--- config.mk ---
export PLATFORM = sky130hd
export DESIGN_NAME = drum_step_sequencer
export DESIGN_NICKNAME = d
export VERILOG_FILES = /design/src/design/dss_pkg.sv /design/src/design/dss_div.sv /design/src/design/drum_step_sequencer.sv
export SDC_FILE = /design/constraint.sdc
export NUM_CORES = 2
export LEC_CHECK = 0
export ABC_AREA = 1
export BUFFER_PORTS_ARGS = -buffer_cell sky130_fd_sc_hd__buf_2
export CORE_MARGIN = 3
export CORE_UTILIZATION = 45
export CTS_CLUSTER_SIZE = 30
export DETAILED_ROUTE_END_ITERATION = 10
export GPL_ROUTABILITY_DRIVEN = 0
export PLACE_DENSITY = 0.63
export REMOVE_ABC_BUFFERS = 1
export SLEW_MARGIN = 20
export SYNTH_ARGS = -nofsm -noshare
export SYNTH_HDL_FRONTEND = slang
export SYNTH_SLANG_ARGS = --single-unit
--- constraint.sdc ---
create_clock -name i_clk -period 6.1 [get_ports i_clk]
set_input_delay 0.915 -clock i_clk [delete_from_list [all_inputs] [get_ports i_clk]]
set_output_delay 0.915 -clock i_clk [all_outputs]
set_load 0.05 [all_outputs]
--- src/design/dss_pkg.sv ---
// Shared constants and types for the drum step sequencer.
`timescale 1ns / 1ps

package dss_pkg;

    localparam int NUM_VOICES = 12;
    localparam int NUM_STEPS  = 16;
    localparam int STEP_W     = $clog2(NUM_STEPS);
    localparam int VOICE_W    = 4;

    // Dividend and quotient width of the shared divider, and remainder width.
    localparam int DIV_W = 41;
    localparam int REM_W = 32;

    localparam int SR_W = 18;
    localparam logic [SR_W-1:0] SR_RESET = 18'd48000;

    // 1500 * 4096 = 375 * 2^14: ticks per step numerator factor.
    localparam int TICK_MULT_W = 9;
    localparam logic [TICK_MULT_W-1:0] TICK_MULT = 9'd375;
    localparam int TICK_SHIFT = 14;

    typedef enum logic [1:0] {
        OP_ADVANCE = 2'd0,
        OP_WRITE   = 2'd1,
        OP_READ    = 2'd2,
        OP_RESET   = 2'd3
    } t_opcode;

    typedef struct packed {
        logic [DIV_W-1:0] dividend;
        logic [REM_W-1:0] divisor;
        logic             load;
    } t_div_req;

    typedef struct packed {
        logic [DIV_W-1:0] quotient;
        logic [REM_W-1:0] remainder;
        logic             done;
    } t_div_rsp;

endpackage

--- src/design/dss_div.sv ---
// Shared restoring divider: one quotient bit per cycle.
`timescale 1ns / 1ps

module dss_div (
    input  logic              i_clk,
    input  logic              i_rst_n,
    input  dss_pkg::t_div_req i_req,
    output dss_pkg::t_div_rsp o_rsp
);

    logic [dss_pkg::DIV_W-1:0] r_quo;
    logic [dss_pkg::REM_W-1:0] r_rem;
    logic [dss_pkg::REM_W-1:0] r_dvs;
    logic [5:0]                r_cnt;
    logic                      r_run;
    logic                      r_done;

    logic [dss_pkg::REM_W:0]   shifted;
    logic [dss_pkg::REM_W+1:0] diff;
    logic                      fits;

    assign shifted = {r_rem, r_quo[dss_pkg::DIV_W-1]};
    assign diff    = {1'b0, shifted} - {2'b00, r_dvs};
    assign fits    = ~diff[dss_pkg::REM_W+1];

    always_ff @(posedge i_clk) begin
        if (!i_rst_n) begin
            r_run  <= 1'b0;
            r_done <= 1'b0;
            r_cnt  <= '0;
        end else begin
            r_done <= !i_req.load && r_run && (r_cnt == 6'd1);
            if (i_req.load) begin
                r_run <= 1'b1;
                r_cnt <= 6'(dss_pkg::DIV_W);
            end else if (r_run) begin
                r_cnt <= r_cnt - 6'd1;
                if (r_cnt == 6'd1) begin
                    r_run <= 1'b0;
                end
            end
        end
    end

    always_ff @(posedge i_clk) begin
        if (i_req.load) begin
            r_quo <= i_req.dividend;
            r_rem <= '0;
            r_dvs <= i_req.divisor;
        end else if (r_run) begin
            r_quo <= {r_quo[dss_pkg::DIV_W-2:0], fits};
            // remainder stays below the divisor, so 32 bits hold it
            r_rem <= fits ? diff[dss_pkg::REM_W-1:0] : shifted[dss_pkg::REM_W-1:0];
        end
    end

    assign o_rsp.quotient  = r_quo;
    assign o_rsp.remainder = r_rem;
    assign o_rsp.done      = r_done;

endmodule

--- src/design/drum_step_sequencer.sv ---
// Top level of the 16-step drum trigger sequencer.
//
//  port group      dir  handshake                     content
//  command         in   i_start while o_busy low       opcode and operands
//  result          out  o_valid, one cycle, no stall   triggers, step, cell
//  sample_rate     in   i_cfg_we, no wait              i_cfg_data
//
// Write, read, reset playback, stopped transport and host-locked advance return
// their word in the cycle after acceptance. An internal-clock advance holds o_busy
// high through the multiply, two divider waits (step period, then steps passed)
// and a walk over the steps passed, at most 16, and returns its word as the
// walk ends and o_busy falls.
// Reset clears the grid and playback state and restores sample_rate to 48000.
// Results cannot be stalled.
`timescale 1ns / 1ps

module drum_step_sequencer (
    input  logic                         i_clk,
    input  logic                         i_rst_n,
    input  logic                         i_start,
    output logic                         o_busy,
    input  logic [1:0]                   i_opcode,
    input  logic                         i_transport_playing,
    input  logic                         i_use_host_position,
    input  logic [47:0]                  i_host_position,
    input  logic [12:0]                  i_block_samples,
    input  logic [16:0]                  i_tempo_centibpm,
    input  logic [3:0]                   i_voice,
    input  logic [3:0]                   i_step_index,
    input  logic                         i_cell_on,
    input  logic                         i_cfg_we,
    input  logic [dss_pkg::SR_W-1:0]     i_cfg_data,
    output logic                         o_valid,
    output logic [11:0]                  o_triggers,
    output logic [3:0]                   o_current_step,
    output logic                         o_cell_value
);

    typedef enum logic [2:0] {
        S_IDLE,
        S_MUL,
        S_LOAD1,
        S_DIV1,
        S_LOAD2,
        S_DIV2,
        S_WALK
    } t_state;

    localparam int SW = dss_pkg::STEP_W;
    localparam int NV = dss_pkg::NUM_VOICES;

    t_state                       r_state;
    logic [dss_pkg::NUM_STEPS-1:0] r_grid [NV];
    logic [dss_pkg::SR_W-1:0]     r_sample_rate;
    logic [SW-1:0]                r_playhead;
    logic                         r_host_valid;
    logic [SW-1:0]                r_last_host;
    logic [dss_pkg::REM_W-1:0]    r_acc;

    logic [16:0]                  r_tempo;
    logic [12:0]                  r_blk;
    logic [dss_pkg::DIV_W-1:0]    r_num;
    logic [dss_pkg::REM_W-1:0]    r_period;
    logic [dss_pkg::REM_W:0]      r_sum;
    logic [SW:0]                  r_steps;
    logic [SW-1:0]                r_walk;
    logic [SW-1:0]                r_ph_final;
    logic [NV-1:0]                r_fired;

    dss_pkg::t_div_req div_req;
    dss_pkg::t_div_rsp div_rsp;

    logic [SW-1:0]                host_step;
    logic                         voice_ok;
    logic                         internal_adv;
    logic [dss_pkg::TICK_MULT_W+dss_pkg::SR_W-1:0] scaled;
    logic [dss_pkg::REM_W-1:0]    period_clamped;
    logic [SW-1:0]                walk_next;

    function automatic logic [NV-1:0] column_bits(
        input logic [dss_pkg::NUM_STEPS-1:0] grid [NV],
        input logic [SW-1:0] step
    );
        logic [NV-1:0] bits;
        for (int v = 0; v < NV; v++) begin
            bits[v] = grid[v][step];
        end
        return bits;
    endfunction

    dss_div u_div (
        .i_clk   (i_clk),
        .i_rst_n (i_rst_n),
        .i_req   (div_req),
        .o_rsp   (div_rsp)
    );

    assign o_busy       = (r_state != S_IDLE);
    assign host_step    = i_host_position[dss_pkg::TICK_SHIFT +: SW];
    assign voice_ok     = (i_voice < 4'(NV));
    assign internal_adv = (dss_pkg::t_opcode'(i_opcode) == dss_pkg::OP_ADVANCE)
                          && i_transport_playing && !i_use_host_position;
    assign scaled       = r_sample_rate * dss_pkg::TICK_MULT;
    assign walk_next    = r_walk + SW'(1);

    always_comb begin
        priority if (|div_rsp.quotient[dss_pkg::DIV_W-1:dss_pkg::REM_W]) begin
            period_clamped = '1;
        end else if (div_rsp.quotient[dss_pkg::REM_W-1:0] == '0) begin
            period_clamped = dss_pkg::REM_W'(1);
        end else begin
            period_clamped = div_rsp.quotient[dss_pkg::REM_W-1:0];
        end
    end

    always_comb begin
        div_req.load     = (r_state == S_LOAD1) || (r_state == S_LOAD2);
        div_req.dividend = (r_state == S_LOAD1) ? r_num
                                                : {{(dss_pkg::DIV_W-dss_pkg::REM_W-1){1'b0}}, r_sum};
        div_req.divisor  = (r_state == S_LOAD1) ? {15'd0, r_tempo} : r_period;
    end

    always_ff @(posedge i_clk) begin
        if (!i_rst_n) begin
            r_state        <= S_IDLE;
            for (int v = 0; v < NV; v++) begin
                r_grid[v] <= '0;
            end
            r_sample_rate  <= dss_pkg::SR_RESET;
            r_playhead     <= '0;
            r_host_valid   <= 1'b0;
            r_last_host    <= '0;
            r_acc          <= '0;
            o_valid        <= 1'b0;
            o_triggers     <= '0;
            o_current_step <= '0;
            o_cell_value   <= 1'b0;
        end else begin
            o_valid <= ((r_state == S_IDLE) && i_start && !internal_adv)
                       || ((r_state == S_WALK) && (r_steps == '0));
            if (i_cfg_we) begin
                r_sample_rate <= i_cfg_data;
            end
            unique case (r_state)
                S_IDLE: begin
                    if (i_start) begin
                        unique case (dss_pkg::t_opcode'(i_opcode))
                            dss_pkg::OP_ADVANCE: begin
                                o_cell_value <= 1'b0;
                                priority if (!i_transport_playing) begin
                                    // stopped: forget host step only
                                    r_host_valid   <= 1'b0;
                                    r_last_host    <= '0;
                                    o_triggers     <= '0;
                                    o_current_step <= r_playhead;
                                end else if (i_use_host_position) begin
                                    if (!r_host_valid || host_step != r_last_host) begin
                                        r_host_valid   <= 1'b1;
                                        r_last_host    <= host_step;
                                        r_playhead     <= host_step;
                                        o_current_step <= host_step;
                                        o_triggers     <= column_bits(r_grid, host_step);
                                    end else begin
                                        o_current_step <= r_playhead;
                                        o_triggers     <= '0;
                                    end
                                end else begin
                                    r_tempo <= (i_tempo_centibpm == '0) ? 17'd1
                                                                        : i_tempo_centibpm;
                                    r_blk   <= i_block_samples;
                                    r_state <= S_MUL;
                                end
                            end
                            dss_pkg::OP_WRITE: begin
                                if (voice_ok) begin
                                    r_grid[i_voice][i_step_index] <= i_cell_on;
                                end
                                o_triggers     <= '0;
                                o_current_step <= r_playhead;
                                o_cell_value   <= 1'b0;
                            end
                            dss_pkg::OP_READ: begin
                                o_triggers     <= '0;
                                o_current_step <= r_playhead;
                                o_cell_value   <= voice_ok & r_grid[i_voice][i_step_index];
                            end
                            dss_pkg::OP_RESET: begin
                                r_acc          <= '0;
                                r_playhead     <= '0;
                                r_host_valid   <= 1'b0;
                                r_last_host    <= '0;
                                o_triggers     <= '0;
                                o_current_step <= '0;
                                o_cell_value   <= 1'b0;
                            end
                            default: ;
                        endcase
                    end
                end
                S_MUL: begin
                    r_num   <= {scaled, {dss_pkg::TICK_SHIFT{1'b0}}};
                    r_state <= S_LOAD1;
                end
                S_LOAD1: begin
                    r_state <= S_DIV1;
                end
                S_DIV1: begin
                    if (div_rsp.done) begin
                        r_period <= period_clamped;
                        r_sum    <= {1'b0, r_acc} + {8'd0, r_blk, 12'd0};
                        r_state  <= S_LOAD2;
                    end
                end
                S_LOAD2: begin
                    r_state <= S_DIV2;
                end
                S_DIV2: begin
                    if (div_rsp.done) begin
                        r_acc      <= div_rsp.remainder;
                        // walking a full lap covers every column
                        r_steps    <= (|div_rsp.quotient[dss_pkg::DIV_W-1:SW])
                                      ? (SW+1)'(dss_pkg::NUM_STEPS)
                                      : {1'b0, div_rsp.quotient[SW-1:0]};
                        r_ph_final <= r_playhead + div_rsp.quotient[SW-1:0];
                        r_walk     <= r_playhead;
                        r_fired    <= '0;
                        r_state    <= S_WALK;
                    end
                end
                S_WALK: begin
                    if (r_steps == '0) begin
                        r_playhead     <= r_ph_final;
                        o_current_step <= r_ph_final;
                        o_triggers     <= r_fired;
                        r_state        <= S_IDLE;
                    end else begin
                        r_walk  <= walk_next;
                        r_fired <= r_fired | column_bits(r_grid, walk_next);
                        r_steps <= r_steps - (SW+1)'(1);
                    end
                end
                default: r_state <= S_IDLE;
            endcase
        end
    end

endmodule
==> metrics.cfg <==
[floorplan]
die_h_um = 278
num_rows = 99
fp.dieArea_um2 = 77300
start_util_pct = 45.5
die_w_um = 278
ios = 132
coreArea_um2 = 73100

[sta]
rsz0062_at_grt = false
hold_viol_final = 0
maxSlewViolCount = 0
skew_ps = 44.8
tns_ps = 0
clock.fmax_mhz = 209
fin_crit_sh_pct = 78.4
slew_headroom_pct = 22.1
worst_pin_slew_ps = 1160
setup_viol = 0
finalCriticalPeriod_ps = 4780

[synthesis]
syn_area_um2 = 33300
synth_top_family_by_area = compound AO/OA/AOI/OAI gates
yosys.area.top_type = edfxtp_1
ys_seq_area_share_pct = 38.6
ys_warn_count = 0
synth_top_area_share_pct = 19.8
synth_fa_ha_area_share_pct = 9.83
avgSynthCellArea_um2 = 7.44
syn_inst = 4474
synth-edff-count = 220
synthSimpleGateAreaFrac_pct = 18.1
muxShareOfSynthArea_pct = 0
async_reset_ff_share_pct = 0
synth.area.top_cells = edfxtp_1 (20%), dfxtp_1 (19%), nand2_1 (11%), o21ai_0 (8.4%), inv_1 (7.1%)
synth_ff_type = dfxtp_1
yosysUniqueCellTypes = 59
ys_ff_latch = 532
synth-xor-area-share_pct = 1.68
synth_compound_area_share_pct = 20.7

[final_layout]
drive_gt1_share_pct = 6.55
fill_cells = 7265
multi_input_area_um2 = 16800
final_cells = 5418
final_nets = 4732
regArea_um2 = 12900
synthToLayoutAreaGrowth_pct = 8.62
diodes = 0

[power]
p_leak_uw = 0.0147
powerDensity_nw_per_um2 = 375
vdd_drop_max_uv = 253
fin_total_pwr_uw = 13500

[critical_path]
criticalPathCategory = flip-flop to flip-flop
crit_arrival_ps = 5160
required_ps = 6480
cp_max_fo = 8
start_kind = flip-flop
critPathCaptureType = flip-flop

[route]
via_count = 30358
drc = 0
drt_first_pass_iters = 6
drtIter0Drc = 3533
wl_mm = 106
ant_nets = 0
wl_per_cell_um = 19.6
via_per_inst = 5.60

[global_route]
grt_overflow = 0
grt_max_degree = 181
antenna_found_initial = 1
grt_pass1_wl_mm = 162
grt_pass1_vias = 28014
grt_usage_pct = 26.6

[clocking]
cts_buffers = 61
cts_resized = 0
cts.path.max_buffers = 3
postCtsSetupBuffers = 0
worstSkewPairLatency_ps = 670
clockRootBuffer = clkbuf_16
ctsHoldBuffers = 0
cts_tree = yes
clkTransAtPathRegs_ps = 60
cts.sinks = 532
h-tree-depth = 2

[run_status]
status = finished clean

[place]
io_buffers = 87
dp_hpwl_mm = 67.9
placed_cells = 5302

[worst_hold_path]
hold_path_class = input port to flip-flop

[run]
drv_cap = 0

metrics by stage:
stage | worst slack, ps | util, % | hold slack (ps) | instance area, µm²
2_1_floorplan | -896 | - | 408 | 32100
3_3_place_gp | 1350 | 46.7 | 414 | 34100
3_5_place_dp | 1240 | 46.7 | 417 | 34100
4_1_cts | 1250 | 49.5 | 381 | 36200
5_1_grt | 998 | 49.5 | 387 | 36200
6_report | 1320 | 49.5 | 415 | 36200
sequential cells by signal, summed over array words and instances (netlist names), 5 cells and up:
name and flops:
r_blk 13, u_div.r_dvs 32, r_num 27, u_div.r_rem 32, u_div.r_quo 41, r_grid 192
r_sum 33, r_acc 32, r_fired 12, r_tempo 17, r_period 32, u_div.r_cnt 6
o_triggers 12, r_steps 5, r_sample_rate 18
cells in the final DEF, fill, tap and decap left out, types with 23 or more instances in the layout:
cell	instances
inv_1	630
dfxtp_1	312
a21oi_1	471
clkbuf_16	62
nand3_1	188
o21ai_1	33
inv_2	23
xor2_1	32
a31oi_1	77
xnor2_1	31
nand2_1	960
o22ai_1	67
buf_2	84
ha_1	131
nor2_1	215
edfxtp_1	220
o21ai_0	556
fa_1	81
buf_4	45
worst paths after layout:
check	start	to	slack, ps	depth (start not counted)
worst max-delay path	r_sample_rate[8]	r_num[34]	1320	16
worst min-delay path	i_block_samples[0]	r_blk[0]	420	1
worst max register to register	r_sample_rate[8]	r_num[34]	1320	16
worst min register to register	r_acc[2]	r_sum[2]	430	0
cell families (layout without fill, tap and decap cells):
group	count (synthesis)	after routing
compound gates	1287	1287
xor+xnor	64	64
fa+ha+maj	213	213
simple gates	1461	1461
buf+inv	917	902
flops	532	532
cell usage after synthesis, drive strengths merged, types with 2 or more instances:
library cell / n
nor4: 15
o211ai: 7
or2: 5
edfxtp: 220
ha: 132
xor2: 32
a21boi: 4
a221oi: 2
o22ai: 67
a32o: 7
nor2: 237
a311oi: 7
a41oi: 4
nand3: 192
dfxtp: 312
o211a: 13
fa: 81
o21ai: 590
clkbuf: 157
xnor2: 32
and2: 2
nor3: 21
a21o: 4
o21a: 8
a31oi: 77
a21oi: 471
o31ai: 9
o21bai: 9
nand3b: 2
o311ai: 2
inv: 654
a211oi: 3
nand2: 968
nand4: 16
buf: 105
where the power goes:
group          internal, µW  leakage (µW)  switching (µW)
logic                  1670       0.00919            3440
registers              4450       0.00454             248
clock network          2150      0.000974            1590
worst max-delay path, stage by stage, from the launching register on:
cell,delay (ps)
dfxtp_1,580
fa_1,520
fa_1,550
inv_1,70
fa_1,490
fa_1,490
inv_1,40
ha_1,330
a21oi_1,140
o21ai_0,100
a21oi_1,340
nor2_1,100
nor2_1,170
inv_1,50
a21boi_0,270
o21bai_1,120
xor2_1,150
metal layers:
metal  vias up  track usage [%]  wire length [µm]
li1      14676                -                 -
met1     14061             39.1             47500
met2      1444             39.2             44100
met3       175             6.00             11400
met4         2             7.68              2930
met5         -                0                11
final cells by class:
| class | instances | share of cell area [%] |
|---|---|---|
| multi-input combinational | 3025 | 46.5 |
| clock buffer | 87 | 4.80 |
| clock inverter | 29 | 0.827 |
| tap | 959 | 3.32 |
| timing repair buffer | 131 | 2.18 |
| sequential | 532 | 35.6 |
| inverter | 655 | 6.80 |
No activity file was read; power rests on OpenSTA's default activity.
